[src/hw/rtl/pcf_pkg.sv]
// Package: shared constants, phase type and queue command type for the PNG chunk filter.
`timescale 1ns / 1ps

package pcf_pkg;

	// PNG signature and chunk type codes
	localparam logic [63:0] SIG_VALUE = 64'h89504E470D0A1A0A;
	localparam logic [31:0] T_IHDR    = 32'h49484452;
	localparam logic [31:0] T_PLTE    = 32'h504C5445;
	localparam logic [31:0] T_IDAT    = 32'h49444154;
	localparam logic [31:0] T_IEND    = 32'h49454E44;
	localparam logic [31:0] T_TRNS    = 32'h74524E53;

	// Smallest useful image: signature plus one empty chunk
	localparam logic [31:0] MIN_LEN   = 32'd20;
	localparam logic [4:0]  KEPT_SAT  = 5'd20;

	// Length and CRC overhead of a chunk past its header start, less the header bytes seen
	localparam logic [33:0] SPAN_ADJ  = 34'd5;
	localparam logic [32:0] CRC_BYTES = 33'd4;

	// Command queue between front and back
	localparam int FIFO_DEPTH = 4;
	localparam int FIFO_AW    = $clog2(FIFO_DEPTH);
	localparam int FIFO_CW    = $clog2(FIFO_DEPTH + 1);

	typedef enum logic [2:0] {
		PH_SIG,
		PH_HDR,
		PH_BODY,
		PH_STOP,
		PH_REJ
	} phase_t;

	typedef enum logic [1:0] {
		ST_OK     = 2'd0,
		ST_NOT_PNG = 2'd1,
		ST_SHORT  = 2'd2
	} status_t;

	// One front step worth of output: eight signature or header bytes, one byte, and/or the final status
	typedef struct packed {
		logic        eight;
		logic        one;
		logic        fin;
		status_t     status;
		logic [63:0] data;
	} cmd_t;

	// Queue state seen by its neighbors
	typedef struct packed {
		logic full;
		logic empty;
	} fifo_stat_t;

endpackage

[src/hw/rtl/pcf_ifs.sv]
// Interfaces: image byte channel, result channel and configuration write channel.
`timescale 1ns / 1ps

interface pcf_in_if;
	logic       valid;
	logic       ready;
	logic [7:0] in_byte;
	modport source (output valid, output in_byte, input ready);
	modport sink (input valid, input in_byte, output ready);
endinterface

interface pcf_out_if;
	logic       valid;
	logic       ready;
	logic [7:0] out_byte;
	logic       byte_valid;
	logic       run_last;
	logic [1:0] status;
	modport source (output valid, output out_byte, output byte_valid, output run_last,
		output status, input ready);
	modport sink (input valid, input out_byte, input byte_valid, input run_last,
		input status, output ready);
endinterface

interface pcf_cfg_if;
	logic        valid;
	logic        ready;
	logic [31:0] image_length;
	modport source (output valid, output image_length, input ready);
	modport sink (input valid, input image_length, output ready);
endinterface

[src/hw/rtl/pcf_fifo.sv]
// Command queue between the parsing front and the output back.
`timescale 1ns / 1ps

module pcf_fifo (
	input  logic                clk,
	input  logic                arst_n,
	input  logic                push,
	input  pcf_pkg::cmd_t       wr_cmd,
	input  logic                pop,
	output pcf_pkg::cmd_t       rd_cmd,
	output pcf_pkg::fifo_stat_t stat
);

	pcf_pkg::cmd_t                 mem [pcf_pkg::FIFO_DEPTH];
	logic [pcf_pkg::FIFO_AW-1:0]   wr_ptr_q;
	logic [pcf_pkg::FIFO_AW-1:0]   rd_ptr_q;
	logic [pcf_pkg::FIFO_CW-1:0]   count_q;

	assign stat.full  = (count_q == pcf_pkg::FIFO_CW'(pcf_pkg::FIFO_DEPTH));
	assign stat.empty = (count_q == '0);
	assign rd_cmd     = mem[rd_ptr_q];

	// Store a pushed command
	always_ff @(posedge clk) begin
		if (push) begin
			mem[wr_ptr_q] <= wr_cmd;
		end
	end

	// Advance pointers and occupancy
	always_ff @(posedge clk or negedge arst_n) begin
		if (!arst_n) begin
			wr_ptr_q <= '0;
			rd_ptr_q <= '0;
			count_q  <= '0;
		end else begin
			if (push) begin
				wr_ptr_q <= (wr_ptr_q == pcf_pkg::FIFO_AW'(pcf_pkg::FIFO_DEPTH - 1)) ?
					'0 : wr_ptr_q + 1'b1;
			end
			if (pop) begin
				rd_ptr_q <= (rd_ptr_q == pcf_pkg::FIFO_AW'(pcf_pkg::FIFO_DEPTH - 1)) ?
					'0 : rd_ptr_q + 1'b1;
			end
			if (push && !pop) begin
				count_q <= count_q + 1'b1;
			end else if (pop && !push) begin
				count_q <= count_q - 1'b1;
			end
		end
	end

	a_no_push_full: assert property (@(posedge clk) disable iff (!arst_n)
		!(push && stat.full && !pop)) else $error("push into full command queue");
	a_no_pop_empty: assert property (@(posedge clk) disable iff (!arst_n)
		!(pop && stat.empty)) else $error("pop from empty command queue");
	a_count_bound: assert property (@(posedge clk) disable iff (!arst_n)
		count_q <= pcf_pkg::FIFO_CW'(pcf_pkg::FIFO_DEPTH)) else $error("queue count overflow");

endmodule

[src/hw/rtl/pcf_front.sv]
// Front: accepts image bytes, parses signature and chunk headers, queues output commands.
`timescale 1ns / 1ps

module pcf_front (
	input  logic                clk,
	input  logic                arst_n,
	pcf_in_if.sink              image,
	pcf_cfg_if.sink             cfg,
	input  pcf_pkg::fifo_stat_t q_stat,
	output logic                push,
	output pcf_pkg::cmd_t       cmd
);

	logic [31:0]     len_q;
	logic [31:0]     pos_q, pos_d;
	pcf_pkg::phase_t phase_q, phase_d;
	logic [63:0]     hbuf_q, hbuf_d;
	logic [2:0]      hcnt_q, hcnt_d;
	logic [32:0]     left_q, left_d;
	logic            keep_q, keep_d;
	logic            end_q, end_d;
	logic [4:0]      kept_q, kept_d;

	logic        take;
	logic [63:0] shifted;
	logic [31:0] clen;
	logic [31:0] ctype;
	logic [33:0] span;
	logic        type_kept;
	logic        eight, one, fin;
	logic [5:0]  kept_sum;

	assign image.ready = !q_stat.full;
	assign cfg.ready   = 1'b1;
	assign take        = image.valid && image.ready;

	assign shifted = {hbuf_q[55:0], image.in_byte};
	assign clen    = shifted[63:32];
	assign ctype   = shifted[31:0];
	assign span    = {2'b00, pos_q} + pcf_pkg::SPAN_ADJ + {2'b00, clen};
	assign type_kept = (ctype == pcf_pkg::T_IHDR) || (ctype == pcf_pkg::T_PLTE) ||
		(ctype == pcf_pkg::T_IDAT) || (ctype == pcf_pkg::T_IEND) ||
		(ctype == pcf_pkg::T_TRNS);

	// Hold the image length register
	always_ff @(posedge clk or negedge arst_n) begin
		if (!arst_n) begin
			len_q <= '0;
		end else if (cfg.valid && cfg.ready) begin
			len_q <= cfg.image_length;
		end
	end

	// Parse state registers
	always_ff @(posedge clk or negedge arst_n) begin
		if (!arst_n) begin
			pos_q   <= '0;
			phase_q <= pcf_pkg::PH_SIG;
			hbuf_q  <= '0;
			hcnt_q  <= '0;
			left_q  <= '0;
			keep_q  <= 1'b0;
			end_q   <= 1'b0;
			kept_q  <= '0;
		end else begin
			pos_q   <= pos_d;
			phase_q <= phase_d;
			hbuf_q  <= hbuf_d;
			hcnt_q  <= hcnt_d;
			left_q  <= left_d;
			keep_q  <= keep_d;
			end_q   <= end_d;
			kept_q  <= kept_d;
		end
	end

	// Step the parser on each accepted byte inside the image
	always_comb begin
		pos_d   = pos_q;
		phase_d = phase_q;
		hbuf_d  = hbuf_q;
		hcnt_d  = hcnt_q;
		left_d  = left_q;
		keep_d  = keep_q;
		end_d   = end_q;
		kept_d  = kept_q;
		eight   = 1'b0;
		one     = 1'b0;
		fin     = 1'b0;
		kept_sum = '0;
		push    = 1'b0;
		cmd     = '0;
		if (take && (pos_q < len_q)) begin
			pos_d = pos_q + 32'd1;
			unique case (phase_q)
				pcf_pkg::PH_SIG: begin
					hbuf_d = shifted;
					hcnt_d = hcnt_q + 3'd1;
					if (hcnt_q == 3'd7) begin
						hbuf_d = '0;
						hcnt_d = '0;
						if ((shifted == pcf_pkg::SIG_VALUE) && (len_q >= pcf_pkg::MIN_LEN)) begin
							eight   = 1'b1;
							phase_d = pcf_pkg::PH_HDR;
						end else begin
							phase_d = pcf_pkg::PH_REJ;
						end
					end
				end
				pcf_pkg::PH_HDR: begin
					hbuf_d = shifted;
					hcnt_d = hcnt_q + 3'd1;
					if (hcnt_q == 3'd7) begin
						hbuf_d = '0;
						hcnt_d = '0;
						if (span > {2'b00, len_q}) begin
							phase_d = pcf_pkg::PH_STOP;
						end else begin
							keep_d  = type_kept;
							end_d   = (ctype == pcf_pkg::T_IEND);
							left_d  = {1'b0, clen} + pcf_pkg::CRC_BYTES;
							eight   = type_kept;
							phase_d = pcf_pkg::PH_BODY;
						end
					end
				end
				pcf_pkg::PH_BODY: begin
					one = keep_q;
					if (left_q != '0) begin
						left_d = left_q - 33'd1;
					end
					if (left_q < 33'd2) begin
						phase_d = end_q ? pcf_pkg::PH_STOP : pcf_pkg::PH_HDR;
					end
				end
				default: begin
				end
			endcase

			// Count kept bytes, saturating
			kept_sum = {1'b0, kept_q} + (eight ? 6'd8 : (one ? 6'd1 : 6'd0));
			kept_d   = (kept_sum > {1'b0, pcf_pkg::KEPT_SAT}) ? pcf_pkg::KEPT_SAT : kept_sum[4:0];

			fin = (pos_d == len_q);
			cmd.eight = eight;
			cmd.one   = one;
			cmd.fin   = fin;
			cmd.data  = eight ? shifted : {image.in_byte, 56'd0};
			if ((phase_d == pcf_pkg::PH_REJ) || (phase_d == pcf_pkg::PH_SIG) ||
				(len_q < pcf_pkg::MIN_LEN)) begin
				cmd.status = pcf_pkg::ST_NOT_PNG;
			end else if (kept_d < pcf_pkg::KEPT_SAT) begin
				cmd.status = pcf_pkg::ST_SHORT;
			end else begin
				cmd.status = pcf_pkg::ST_OK;
			end
			push = eight || one || fin;
		end
	end

	a_rej_sticky: assert property (@(posedge clk) disable iff (!arst_n)
		(phase_q == pcf_pkg::PH_REJ) |=> (phase_q == pcf_pkg::PH_REJ))
		else $error("left rejected phase");
	a_kept_bound: assert property (@(posedge clk) disable iff (!arst_n)
		kept_q <= pcf_pkg::KEPT_SAT) else $error("kept count above saturation");

endmodule

[src/hw/rtl/pcf_back.sv]
// Back: expands queued commands into result items behind an output register.
`timescale 1ns / 1ps

module pcf_back (
	input  logic                clk,
	input  logic                arst_n,
	input  pcf_pkg::cmd_t       rd_cmd,
	input  pcf_pkg::fifo_stat_t q_stat,
	output logic                pop,
	pcf_out_if.source           result
);

	logic [63:0]      data_q;
	logic [3:0]       cnt_q;
	logic             fin_q;
	pcf_pkg::status_t st_q;

	logic       ov_q;
	logic [7:0] obyte_q;
	logic       obv_q;
	logic       olast_q;
	logic [1:0] ost_q;

	logic busy;
	logic advance;
	logic finishing;

	assign busy      = (cnt_q != '0) || fin_q;
	assign advance   = !ov_q || result.ready;
	assign finishing = busy && advance &&
		(((cnt_q == 4'd1) && !fin_q) || ((cnt_q == '0) && fin_q));
	assign pop       = !q_stat.empty && (!busy || finishing);

	assign result.valid      = ov_q;
	assign result.out_byte   = obyte_q;
	assign result.byte_valid = obv_q;
	assign result.run_last   = olast_q;
	assign result.status     = ost_q;

	// Load a command or step through the current one
	always_ff @(posedge clk or negedge arst_n) begin
		if (!arst_n) begin
			cnt_q <= '0;
			fin_q <= 1'b0;
		end else if (pop) begin
			cnt_q <= rd_cmd.eight ? 4'd8 : (rd_cmd.one ? 4'd1 : 4'd0);
			fin_q <= rd_cmd.fin;
		end else if (busy && advance) begin
			if (cnt_q != '0) begin
				cnt_q <= cnt_q - 4'd1;
			end else begin
				fin_q <= 1'b0;
			end
		end
	end

	// Command payload: shift out bytes from the top
	always_ff @(posedge clk) begin
		if (pop) begin
			data_q <= rd_cmd.data;
			st_q   <= rd_cmd.status;
		end else if (busy && advance && (cnt_q != '0)) begin
			data_q <= {data_q[55:0], 8'd0};
		end
	end

	// Output register valid
	always_ff @(posedge clk or negedge arst_n) begin
		if (!arst_n) begin
			ov_q <= 1'b0;
		end else if (advance) begin
			ov_q <= busy;
		end
	end

	// Output register payload
	always_ff @(posedge clk) begin
		if (advance && busy) begin
			if (cnt_q != '0) begin
				obyte_q <= data_q[63:56];
				obv_q   <= 1'b1;
				olast_q <= 1'b0;
				ost_q   <= pcf_pkg::ST_OK;
			end else begin
				obyte_q <= 8'd0;
				obv_q   <= 1'b0;
				olast_q <= 1'b1;
				ost_q   <= st_q;
			end
		end
	end

	a_cnt_bound: assert property (@(posedge clk) disable iff (!arst_n)
		cnt_q <= 4'd8) else $error("byte count of command out of range");

endmodule

[src/hw/rtl/png_ancillary_chunk_filter.sv]
// Top level: PNG chunk filter, front parser, command queue and output back end.
//
//  channel  role    handshake      payload
//  image    sink    valid/ready    in_byte
//  result   source  valid/ready    out_byte, byte_valid, run_last, status
//  cfg      sink    valid/ready    image_length (ready always high)
//
// One byte request is taken per cycle while the command queue has room.
// A kept chunk header expands into eight results, one per cycle from the back end while result is ready;
// during such a burst the four-entry queue fills and then holds off new bytes.
// The status result comes after the last kept byte; a request's first result passes
// through the queue and the back end's command registers into the output register.
// Reset (arst_n low, asynchronous) clears parser state, the queue and image_length.
`timescale 1ns / 1ps

module png_ancillary_chunk_filter (
	input  logic      clk,
	input  logic      arst_n,
	pcf_in_if.sink    image,
	pcf_out_if.source result,
	pcf_cfg_if.sink   cfg
);

	logic                push;
	logic                pop;
	pcf_pkg::cmd_t       wr_cmd;
	pcf_pkg::cmd_t       rd_cmd;
	pcf_pkg::fifo_stat_t q_stat;

	pcf_front u_front (
		.clk    (clk),
		.arst_n (arst_n),
		.image  (image),
		.cfg    (cfg),
		.q_stat (q_stat),
		.push   (push),
		.cmd    (wr_cmd)
	);

	pcf_fifo u_fifo (
		.clk    (clk),
		.arst_n (arst_n),
		.push   (push),
		.wr_cmd (wr_cmd),
		.pop    (pop),
		.rd_cmd (rd_cmd),
		.stat   (q_stat)
	);

	pcf_back u_back (
		.clk    (clk),
		.arst_n (arst_n),
		.rd_cmd (rd_cmd),
		.q_stat (q_stat),
		.pop    (pop),
		.result (result)
	);

endmodule

[src/flat_wrapper.sv]
// flat-port wrapper written by rule: the top's interface ports become plain ports
module png_ancillary_chunk_filter_flat 
  (clk, arst_n, image_valid, image_in_byte, image_ready, result_valid, result_out_byte, result_byte_valid, result_run_last, result_status, result_ready, cfg_valid, cfg_image_length, cfg_ready);
  pcf_in_if image_i ();
  pcf_out_if result_i ();
  pcf_cfg_if cfg_i ();
  input  logic clk;
  input  logic arst_n;
  input wire logic [$bits(image_i.valid)-1:0] image_valid;
  input wire logic [$bits(image_i.in_byte)-1:0] image_in_byte;
  output wire logic [$bits(image_i.ready)-1:0] image_ready;
  output wire logic [$bits(result_i.valid)-1:0] result_valid;
  output wire logic [$bits(result_i.out_byte)-1:0] result_out_byte;
  output wire logic [$bits(result_i.byte_valid)-1:0] result_byte_valid;
  output wire logic [$bits(result_i.run_last)-1:0] result_run_last;
  output wire logic [$bits(result_i.status)-1:0] result_status;
  input wire logic [$bits(result_i.ready)-1:0] result_ready;
  input wire logic [$bits(cfg_i.valid)-1:0] cfg_valid;
  input wire logic [$bits(cfg_i.image_length)-1:0] cfg_image_length;
  output wire logic [$bits(cfg_i.ready)-1:0] cfg_ready;
  assign image_i.valid = image_valid;
  assign image_i.in_byte = image_in_byte;
  assign image_ready = image_i.ready;
  assign result_valid = result_i.valid;
  assign result_out_byte = result_i.out_byte;
  assign result_byte_valid = result_i.byte_valid;
  assign result_run_last = result_i.run_last;
  assign result_status = result_i.status;
  assign result_i.ready = result_ready;
  assign cfg_i.valid = cfg_valid;
  assign cfg_i.image_length = cfg_image_length;
  assign cfg_ready = cfg_i.ready;
  png_ancillary_chunk_filter u_core (.clk(clk), .arst_n(arst_n), .image(image_i), .result(result_i), .cfg(cfg_i));
endmodule
[config.mk]
export PLATFORM = sky130hd
export DESIGN_NAME = png_ancillary_chunk_filter_flat
export DESIGN_NICKNAME = d
export VERILOG_FILES = /design/src/hw/rtl/pcf_pkg.sv /design/src/hw/rtl/pcf_ifs.sv /design/src/hw/rtl/pcf_fifo.sv /design/src/hw/rtl/pcf_front.sv /design/src/hw/rtl/pcf_back.sv /design/src/hw/rtl/png_ancillary_chunk_filter.sv /design/src/flat_wrapper.sv
export SDC_FILE = /design/constraint.sdc
export NUM_CORES = 1
export LEC_CHECK = 0
export ABC_AREA = 1
export BUFFER_PORTS_ARGS = -buffer_cell sky130_fd_sc_hd__buf_2
export CAP_MARGIN = 20
export CORE_MARGIN = 5
export CORE_UTILIZATION = 45
export CTS_CLUSTER_SIZE = 24
export DETAILED_ROUTE_END_ITERATION = 7
export HOLD_SLACK_MARGIN = 0.08
export PLACE_DENSITY = 0.7
export SYNTH_ARGS = -nofsm -noshare
export SYNTH_HDL_FRONTEND = slang
export SYNTH_HIERARCHICAL = 1
export SYNTH_SLANG_ARGS = --single-unit
[constraint.sdc]
create_clock -name clk -period 12.74 [get_ports clk]
set_input_delay 1.274 -clock clk [delete_from_list [all_inputs] [get_ports clk]]
set_output_delay 1.274 -clock clk [all_outputs]
set_load 0.1 [all_outputs]
# Word level (Yosys, flattened, before mapping)
# Memory sizes are Yosys's and may differ from the RTL's.
# Index checks and enable logic that the tools add are counted.
dict set report totals {
  out_inout_bits 15
  mem_count 1
  ramBits 276
  ff_bits 257
  wordCells 156
  inputBits 45
}
# name words word_bits rd rd_ports_with_merged_regs write_ports line_no
set mem_list {}
lappend mem_list {u_core.u_fifo.mem 4 69 1 0 1 pcf_fifo.sv:14} ;# pcf_pkg::cmd_t mem [pcf_pkg::FIFO_DEPTH];
dict set report classes {
  add_sub_neg 12
  n_reduce_logical 47
  order_cmp 7
  eq_ne 19
  n_bitwise 1
  mux 48
}
# cell count
set op_table {}
lappend op_table {{64-bit 2-to-1 mux} 3}
lappend op_table {{32-bit by 31-bit == test with 1-bit output, second input constant} 5}
lappend op_table {{33-bit 2-to-1 mux} 3}
lappend op_table {{69-bit 2-to-1 mux} 1}
lappend op_table {{32-bit by 3-bit adder with 33-bit output, second input constant} 2}
lappend op_table {{33-bit one-hot mux with 2 select lines} 1}
lappend op_table {{64-bit == test, second input constant} 1}
lappend op_table {{56-bit 2-to-1 mux} 1}
lappend op_table {{33-bit by 32-bit adder with 34-bit output} 1}
lappend op_table {{34-bit by 32-bit > comparator with 1-bit output} 1}
lappend op_table {{33-bit by 2-bit less-than comparator with 1-bit output, second input constant} 1}
lappend op_table {{33-bit nonzero test} 1}
lappend op_table {{33-bit by 1-bit subtractor with 33-bit output, second input constant} 1}
lappend op_table {{32-bit by 1-bit adder with 32-bit output, second input constant} 1}
lappend op_table {{32-bit == test} 1}
lappend op_table {{32-bit by 5-bit >= comparator with 1-bit output, second input constant} 1}
lappend op_table {{32-bit less-than comparator} 1}
lappend op_table {{32-bit by 5-bit less-than comparator with 1-bit output, second input constant} 1}
lappend op_table {{3-bit 2-to-1 mux} 8}
lappend op_table {{4-bit 2-to-1 mux} 5}
lappend op_table {{1-bit 2-to-1 mux} 18}
lappend op_table {{1-bit logical OR} 12}
lappend op_table {{1-bit logical AND} 11}
lappend op_table {{2-bit 2-to-1 mux} 5}
lappend op_table {{other kinds (27)} 48}

# Longest topological paths before layout
# Gate-level depths: netlist of run 1.
dict set report depth {
  ltp_word 17
  depth_mapped 45
  mapped_depth_nobuf 43
}

# Hierarchy
# Netlist of run 1, hierarchy kept.
# mod area_per_inst_um2 cells_per_inst instances seq_area_each_um2
set modules_own_cells {}
lappend modules_own_cells {pcf_front 14375.0 2080 1 4154.0}
lappend modules_own_cells {pcf_fifo 11287.1 856 1 8463.1}
lappend modules_own_cells {pcf_back 3580.9 350 1 2492.4}

# Least setup slack after synthesis of run 1
# OpenSTA, ideal clock, no wires.
dict set report synth_path {
  path_type {register to register}
  start {register u_core.u_front.pos_q[0]}
  end {memory u_core/u_fifo/mem[3][0] (netlist name) (enable)}
  synth_period_minus_slack_ns 6.320
  setup_ns 0.423
  n_path_buf 2
  path_stages_with_launch 34
  setup_slack_ns 6.420
  t_arrival_ns 5.897
  t_required_ns 12.317
  cell_sequence {dfrtp_1 buf_2 inv_1 ha_1 inv_1 ha_1 fa_1 nand3_1 nand2_1 a21oi_2 o21ai_2 a21boi_0 o21bai_1 a21oi_1 xor2_1 inv_1 ha_1 a21o_1 nor2_1 nand2_1 a21oi_1 nand2_1 nand2_1 nand2_1 nand2_1 nand2_1 nand2_1 nand3_1 nand2_1 nand2_2 buf_2 a31oi_1 nand2_1 inv_1}
}
dict set report synth_via {
  elab_chain_cells 12
  elab_cells_between_ends 16
  classes_between {add/sub (3); order compare (2); eq/ne (1); mux (7); reduce/logical (3)}
}
# element line_no
set synth_lines {}
lappend synth_lines {{start, declared} pcf_front.sv:15} ;# logic [31:0] pos_q, pos_d;
lappend synth_lines {{start signal, assigned} pcf_front.sv:66} ;# pos_q <= pos_d;
lappend synth_lines {{32-bit by 3-bit adder with 33-bit output} pcf_front.sv:40} ;# assign span = {2'b00, pos_q} + pcf_pkg::SPAN_ADJ + {2'b00, clen};
lappend synth_lines {{33-bit by 32-bit adder with 34-bit output} pcf_front.sv:40}
lappend synth_lines {{34-bit by 32-bit > comparator with 1-bit output} pcf_front.sv:116} ;# if (span > {2'b00, len_q}) begin
lappend synth_lines {{1-bit 2-to-1 mux} pcf_front.sv:116}
lappend synth_lines {{1-bit 2-to-1 mux} pcf_front.sv:113} ;# if (hcnt_q == 3'd7) begin
lappend synth_lines {{1-bit one-hot mux with 2 select lines} pcf_front.sv:95} ;# unique case (phase_q)
lappend synth_lines {{1-bit 2-to-1 mux} pcf_front.sv:93} ;# if (take && (pos_q < len_q)) begin
lappend synth_lines {{1-bit logical OR (2 in series)} pcf_front.sv:157} ;# push = eight || one || fin;
lappend synth_lines {{1-bit 2-to-1 mux *} pcf_front.sv:93}
lappend synth_lines {{via u_core.push} png_ancillary_chunk_filter.sv:24} ;# logic push;
lappend synth_lines {{1-bit 2-to-1 mux *} pcf_fifo.sv:25} ;# if (push) begin
lappend synth_lines {{1-bit 2-to-1 mux (not written as such) *} pcf_fifo.sv:26} ;# mem[wr_ptr_q] <= wr_cmd;
lappend synth_lines {{end, declared} pcf_fifo.sv:14}
# The timed path passes the listed nets; every way through them passes the cells marked *. The select of a mux whose other input is x is not followed.

# Final worst setup path of run 1
dict set report layout_path {
  start {register u_core.u_front.pos_q[0]}
  end {memory u_core/u_fifo/mem[2][57] (netlist name) (enable)}
}
# Same word-level chain as after synthesis.

==> reports/qor.csv, run 1 <==
stage;metric;value;unit
outcome;status;finished with violations;
outcome;failing checks;DRC;
synth;Synth Warn #;6;
detailed_routing;drc violations;5;
clock_network;post-cts gate resize count;0;
clock_network;Clock Path Buffers;3;
critical_path;Crit path top cell by count;nand2_1;
clock_network;Hold-fix buffers, CTS;0;
detailed_routing;Initial DRC Count;2056;
grt;vias in the first global route;21300;
synth;sequential share of the synthesized area;51.7;%
sta;Clock Skews;0.0324;ns
synth;Post-synth EDFFs;354;
sta;Final Hold Viols;0;
sta;final setup fails;0;
placement;post-place setup slack;5.97;ns
final_layout;most frequent cells in the layout;nand2_1, inv_1, edfxtp_1;
critical_path;Worst path max stage delay;0.67;ns
sta;clock period minus worst slack;6.75;ns
critical_path;critical path class;register to register;
sta;fin. max-slew vios;0;
die;Core Region;0.0645;mm2
critical_path;CP endpoint kind;register;
power_and_ir_drop;Overall Power;5.24;mW
grt;antenna violations before repair;5;
placement;port bufs;58;
grt;global-route usage over all layers;20.2;%
final_layout;final net count;3497;
critical_path;Critical Path RT;12.99;ns
critical_path;CP max FO;48;
sta;Worst-Margin Slew;1.14;ns
final_layout;multi-input logic area;0.0119;mm2
die;chip width;265;um
synth;Syn Inst Count;3286;
grt;first-pass GRT wire length;115000;um
placement;RePlAce Congestion;0.954;
synth;syn_area_per_cell;8.90;um2
final_layout;share of layout cells above drive strength 1;7.52;%
sta;period utilization;52.9;%
final_layout;FF+latch area;0.0151;mm2
detailed_routing;wire length per cell;17.1;um
detailed_routing;DRT Pass-1 Iters;8;
power_and_ir_drop;Max VDD drop;0.127;mV
placement;post-detail-place hpwl;49500;um
final_layout;Layout fillers;6008;
die;height of the die;265;um
detailed_routing;Vias/cell;5.31;
clock_network;H-tree Lvls;2;
grt;grt total ovfl;0;
final_layout;Non-Filler Instances;4211;
detailed_routing;Routed WL;72100;um
clock_network;Num CTS Buffers;56;
critical_path;CP Buf/Inv Count;5;
placement;dpl cells;4102;
die;row count;93;
final_layout;Layout Utilization;49.8;%
critical_path;Worst EP arrival;7.00;ns
flow_run;Max Cap Viol;0;
grt;largest net degree at the start of global routing;149;
critical_path;delay-heaviest family, CP;compound AO/OA/AOI/OAI gates;
clock_network;post-CTS setup buffers;0;
sta;setup tns final;0;ns
sta;Slew HR;24.1;%
sta;setup ws final;5.99;ns
critical_path;Crit-path slowest cell;buf_4;
detailed_routing;DRT antenna net count;0;
final_layout;leading cell type in the layout, fill and taps excluded;nand2_1;
die;I/O Pins;60;
synth;Cell variety after synth;60;
detailed_routing;via count;22400;
clock_network;clk_lat worst skew;0.63;ns
clock_network;CTS root buf;clkbuf_16;
critical_path;nature of the critical path startpoint;register;
synth;Async SR Flop Fraction;33.6;%
clock_network;clock slew at the register clock pins of the worst setup and hold paths;0.07;ns
die;Die Area;0.0702;mm2
final_layout;area grow syn2layout;9.81;%
synth;Cell Area, Synth;0.0292;mm2
power_and_ir_drop;Leak Pwr;14.2;nW
sta;Highest Clock Rate;148;MHz
power_and_ir_drop;Power Density;163;mW/mm2
clock_network;CTS tree;built;
hold_path;HP Class;register to register;
die;initial core utilization;45.4;%
clock_network;clk sinks;533;
synth;Main synth FF type;edfxtp_1;
sta;RSZ-0062 raised after global routing;false;
synth;synthesized flop and latch total;533;
-- kinds of logic after synthesis --
| kind of cell | Yosys count | synth area share, % |
|---|---|---|
| AO/OA/AOI/OAI | 501 | 10.3 |
| AND/OR/NAND/NOR | 1504 | 22.1 |
| buffers and inverters | 535 | 7.61 |
| XOR/XNOR | 63 | 1.89 |
| multiplexers | 2 | 0.0727 |
| adder cells (fa/ha/maj) | 146 | 6.30 |
| other | 2 | 0.0257 |
| flip-flops | 533 | 51.7 |
-- per-stage QoR --
step           cell area (um2)  hold slack [ns]
3_5_place_dp             30100            0.470
6_report                 32100            0.492
5_1_grt                  32100            0.511
4_1_cts                  32100            0.491
2_1_floorplan            29300            0.448
3_3_place_gp             30100            0.470
-- worst paths after layout --
kind / start / slack [ns] / endpoint / cells after the start
worst max-delay path: u_core/u_front/pos_q[0] / 5.99 / u_core/u_fifo/mem[2][57] / 32
worst min-delay path: u_core/u_front/hcnt_q[2] / 0.49 / u_core/u_front/hcnt_q[2] / 2
worst max register to register: u_core/u_front/pos_q[0] / 5.99 / u_core/u_fifo/mem[2][57] / 32
worst min register to register: u_core/u_front/hcnt_q[2] / 0.49 / u_core/u_front/hcnt_q[2] / 2
max in group asynchronous: arst_n / 10.25 / u_core/u_front/hbuf_q[23] / 3
min in group asynchronous: arst_n / 0.71 / u_core/u_front/left_q[27] / 1
-- synthesized netlist by cell type (3+ instances only) --
master / count / area, um2
nand2_2: 11 / 68.8
nor2_4: 25 / 282
xnor2_1: 17 / 149
o21ai_0: 188 / 941
dfrtp_1: 179 / 4480
nor4_1: 24 / 150
a31oi_1: 13 / 81.3
inv_2: 19 / 71.3
a21o_1: 10 / 75.1
ha_1: 144 / 1800
buf_4: 12 / 90.1
xor2_1: 46 / 403
nor2_2: 9 / 56.3
o21ai_2: 3 / 26.3
nor3_1: 33 / 165
buf_2: 45 / 225
nand2_1: 907 / 3400
nand3_1: 182 / 911
nor2_1: 239 / 897
o21a_1: 4 / 30.0
o31ai_1: 5 / 37.5
nor3b_1: 5 / 37.5
nand4_1: 56 / 350
o21bai_1: 8 / 60.1
a21oi_1: 87 / 435
o21ai_1: 26 / 130
edfxtp_1: 354 / 10600
inv_1: 392 / 1470
clkbuf_1: 53 / 199
o211ai_1: 141 / 1060
buf_6: 11 / 124
-- sequential cells by signal, indices dropped and copies added, names as in the netlist, 2 cells and up --
register and cells:
u_core/u_fifo/count_q 3, u_core/u_front/len_q 32, u_core/u_back/cnt_q 4, u_core/u_front/hbuf_q 56, u_core/u_back/st_q 2, u_core/u_back/data_q 64
u_core/u_fifo/wr_ptr_q 2, u_core/u_back/result.status 2, u_core/u_front/kept_q 5, u_core/u_back/result.out_byte 8, u_core/u_front/left_q 33, u_core/u_front/hcnt_q 3
u_core/u_front/phase_q 3, u_core/u_front/pos_q 32, u_core/u_fifo/rd_ptr_q 2, u_core/u_fifo/mem 276
-- layer usage --
layer  routed length, um  up-vias  global-route usage [%]
met1               31500    10400                    28.0
met4                1730        4                    5.40
li1                    -    11100                       -
met5                  25        -                       0
met3                5830      129                    3.79
met2               33000      772                    32.9
-- final cells by class --
cell class / count / area share [%]
Antenna cell: 3 / 0.0234
Clock buffer: 70 / 4.65
Clock inverter: 35 / 1.45
Inverter: 412 / 4.85
Multi-Input combinational cell: 2225 / 37.2
Sequential cell: 533 / 47.1
Tap cell: 855 / 3.33
Timing Repair Buffer: 78 / 1.46
-- worst min-delay path, cell delays in order, from the launching register on --
cell and delay (ns):
dfrtp_1 0.35, nand2_1 0.05, nand2_1 0.06
-- power by group --
group          internal (mW)  total, mW  switching (mW)
combinational          0.458       1.38           0.924
clock                   1.02       1.72           0.703
sequential              2.05       2.14          0.0803
total                   3.53       5.24            1.71
(Power assumes the default switching activity.)
==> inputs of run 2 (changes only) <==
==> constraint.sdc (replaced) <==
create_clock -name clk -period 6.4 [get_ports clk]
set_input_delay 0.64 -clock clk [delete_from_list [all_inputs] [get_ports clk]]
set_output_delay 0.64 -clock clk [all_outputs]
set_load 0.1 [all_outputs]
==> run 2 against run 1 <==
  * Clock power up 92%
  * Die area is the same
  * Register-to-register slack worse by 5.4 ns
  * Utilization grew 0.22 points
  * Wire length rose by 2.3%
  * Combinational power up 110%
  * Sequential share of layout area down 0.19 points
  * The run now ends clean
  * Critical path depth increased by 9
  * Cell count increased by 0.40%
  * Worst setup slack worse by 5.4 ns
  * Sequential power grew 98%
  * Power up 98%
==> reports/qor.csv, run 2 (same netlist as run 1, synthesis figures left out) <==
stage;metric;value;unit
final_layout;final net count;3513;
final_layout;Largest register FFs;276;
die;Die Area;0.0702;mm2
sta;hold_ws;0.201;ns
critical_path;CP endpoint kind;register;
power_and_ir_drop;Leak Pwr;14.3;nW
power_and_ir_drop;Max VDD drop;0.273;mV
critical_path;cells on worst reg2reg path;41;
critical_path;delay-heaviest family, CP;simple AND/OR/NAND/NOR gates;
critical_path;Crit path top cell by count;nand2_1;
die;height of the die;265;um
sta;setup tns final;0;ns
detailed_routing;Vias/cell;5.36;
placement;dpl cells;4116;
die;Core Region;0.0645;mm2
power_and_ir_drop;Comb pwr share;27.4;%
final_layout;Non-Filler Instances;4228;
grt;largest net degree at the start of global routing;144;
grt;grt total ovfl;0;
detailed_routing;drc violations;0;
clock_network;CTS tree;built;
critical_path;Reg2Reg Launch Point;u_core/u_front/pos_q[1];
clock_network;clk_lat worst skew;0.64;ns
hold_path;HP Class;primary input to register;
hold_path;hold path start;cfg_image_length[29];
detailed_routing;via count;22700;
critical_path;CP Buf/Inv Count;5;
die;I/O Pins;60;
sta;period utilization;91.5;%
critical_path;Worst path max stage delay;0.45;ns
final_layout;leading cell type in the layout, fill and taps excluded;nand2_1;
power_and_ir_drop;internal power;6.92;mW
sta;fin. max-slew vios;0;
grt;antenna violations before repair;5;
sta;Clock Skews;0.0565;ns
final_layout;Largest Register;u_core/u_fifo/mem;
critical_path;CP max FO;9;
placement;post-detail-place hpwl;51600;um
detailed_routing;DRT antenna net count;0;
clock_network;Num CTS Buffers;56;
clock_network;H-tree Lvls;2;
critical_path;nature of the critical path startpoint;register;
critical_path;Crit-path slowest cell;dfrtp_2;
placement;RePlAce Congestion;0.954;
hold_path;hold path endpoint;u_core/u_front/len_q[29];
sta;clock period minus worst slack;5.85;ns
detailed_routing;wire length per cell;17.4;um
clock_network;clock slew at the register clock pins of the worst setup and hold paths;0.06;ns
power_and_ir_drop;Power Density;322;mW/mm2
final_layout;Layout Utilization;50.0;%
detailed_routing;Initial DRC Count;1833;
final_layout;most frequent cells in the layout;nand2_1, inv_1, edfxtp_1;
die;chip width;265;um
sta;Slew HR;35.1;%
sta;Worst-Margin Slew;0.974;ns
final_layout;share of layout cells above drive strength 1;8.16;%
grt;vias in the first global route;21700;
sta;Final Hold Viols;0;
final_layout;Design Area, Final;0.0322;mm2
power_and_ir_drop;clock power share;31.7;%
final_layout;biggest regs;u_core/u_fifo/mem x276, u_core/u_back/data_q x64, u_core/u_front/hbuf_q x56;
clock_network;CTS root buf;clkbuf_16;
critical_path;RR Endpoint;u_core/u_fifo/mem[2][65];
critical_path;critical path class;register to register;
critical_path;Worst EP arrival;6.32;ns
clock_network;clk sinks;533;
sta;final setup fails;0;
detailed_routing;DRT Pass-1 Iters;6;
sta;Highest Clock Rate;171;MHz
die;row count;93;
grt;global-route usage over all layers;20.8;%
final_layout;area grow syn2layout;10.3;%
grt;first-pass GRT wire length;118000;um
clock_network;Clock Path Buffers;3;
power_and_ir_drop;part of the power in registers;40.8;%
placement;port bufs;58;
placement;placed cell areas;0.0303;mm2
critical_path;Critical Path RT;6.86;ns
power_and_ir_drop;sw frac;33.4;%
outcome;status;finished, final reports clean;
power_and_ir_drop;NetSw;3.47;mW
detailed_routing;Routed WL;73700;um
flow_run;Max Cap Viol;0;
die;initial core utilization;45.4;%
hold_path;WHS Path Cells;3;
critical_path;R2R setup slack;0.55;ns
run 2: cell types whose count changed in the layout (fill, tap and decap cells not counted), moves of 2 or more:
cell and delta:
a21oi_1 -2, buf_12 +8, buf_4 +8, bufinv_16 -4
clkinv_1 -2, clkinv_2 -2, clkinvlp_4 +4, dfrtp_1 -2
dfrtp_2 +2, inv_6 +3
run 2: stage by stage:
| step | power, mW | worst slack (ns) |
|---|---|---|
| 4_1_cts | 10.4 | 0.181 |
| 5_1_grt | 11.0 | -0.0111 |
| 3_3_place_gp | 7.01 | 0.368 |
| 2_1_floorplan | 6.40 | 0.0798 |
| 3_5_place_dp | 7.08 | 0.250 |
| 6_report | 10.4 | 0.546 |
run 2: cell type report:
cell class                 instances  area (um2)
fill                            6041       32200
sequential                       533       15100
multi-input combinational       2225       12000
inverter                         412        1560
clock buffer                      71        1500
tap                              855        1070
timing repair buffer              94         672
clock inverter                    35         374
antenna                            3        7.51
run 2: worst register-to-register path: cells and delay by family, from the launching register on:
family	cells	cell delay, ns
adders and majority gates	5	1.54
and+or+nand+nor	23	2.00
xor gates and xnor gates	1	0.15
DFF	1	0.45
AOI/OAI and AO/OA	7	1.19
buffers and inverters	5	0.33
run 2: power groups by stage:
stage                     clock network [mW]  registers [mW]  logic (mW)
after floorplan                            0            4.56        1.83
after global placement                     0            4.30        2.71
after detailed placement                   0            4.31        2.77
after CTS                               3.36            4.24        2.79
after global routing                    3.51            4.27        3.25
final                                   3.30            4.24        2.85
run 2: worst max path at each step:
stage	end	cells after the start	from	slack, ns
2_1_floorplan	u_core/u_fifo/mem[3][0]	33	u_core/u_front/pos_q[0]	0.08
4_1_cts	u_core/u_fifo/mem[2][65]	42	u_core/u_front/pos_q[2]	0.18
6_report	u_core/u_fifo/mem[2][65]	41	u_core/u_front/pos_q[1]	0.55
3_5_place_dp	u_core/u_fifo/mem[0][65]	42	u_core/u_front/pos_q[2]	0.25
5_1_grt	u_core/u_fifo/mem[2][65]	41	u_core/u_front/pos_q[1]	-0.01
3_3_place_gp	u_core/u_fifo/mem[0][65]	42	u_core/u_front/pos_q[2]	0.37
run 2: timing repair:
item                       4_1_cts  5_1_grt
buffers inserted                 0        2
hold endpoints to repair        55        0
setup endpoints to repair        0      195
hold buffers                     1        0
gates resized for setup          0        8
run 2: routing by layer:
metal | global-route usage [%] | up-vias | routed length (um)
li1 | - | 11100 | -
met1 | 28.6 | 10700 | 32100
met2 | 33.6 | 733 | 33800
met3 | 4.11 | 136 | 5820
met4 | 6.07 | 2 | 2040
met5 | 0 | - | 11
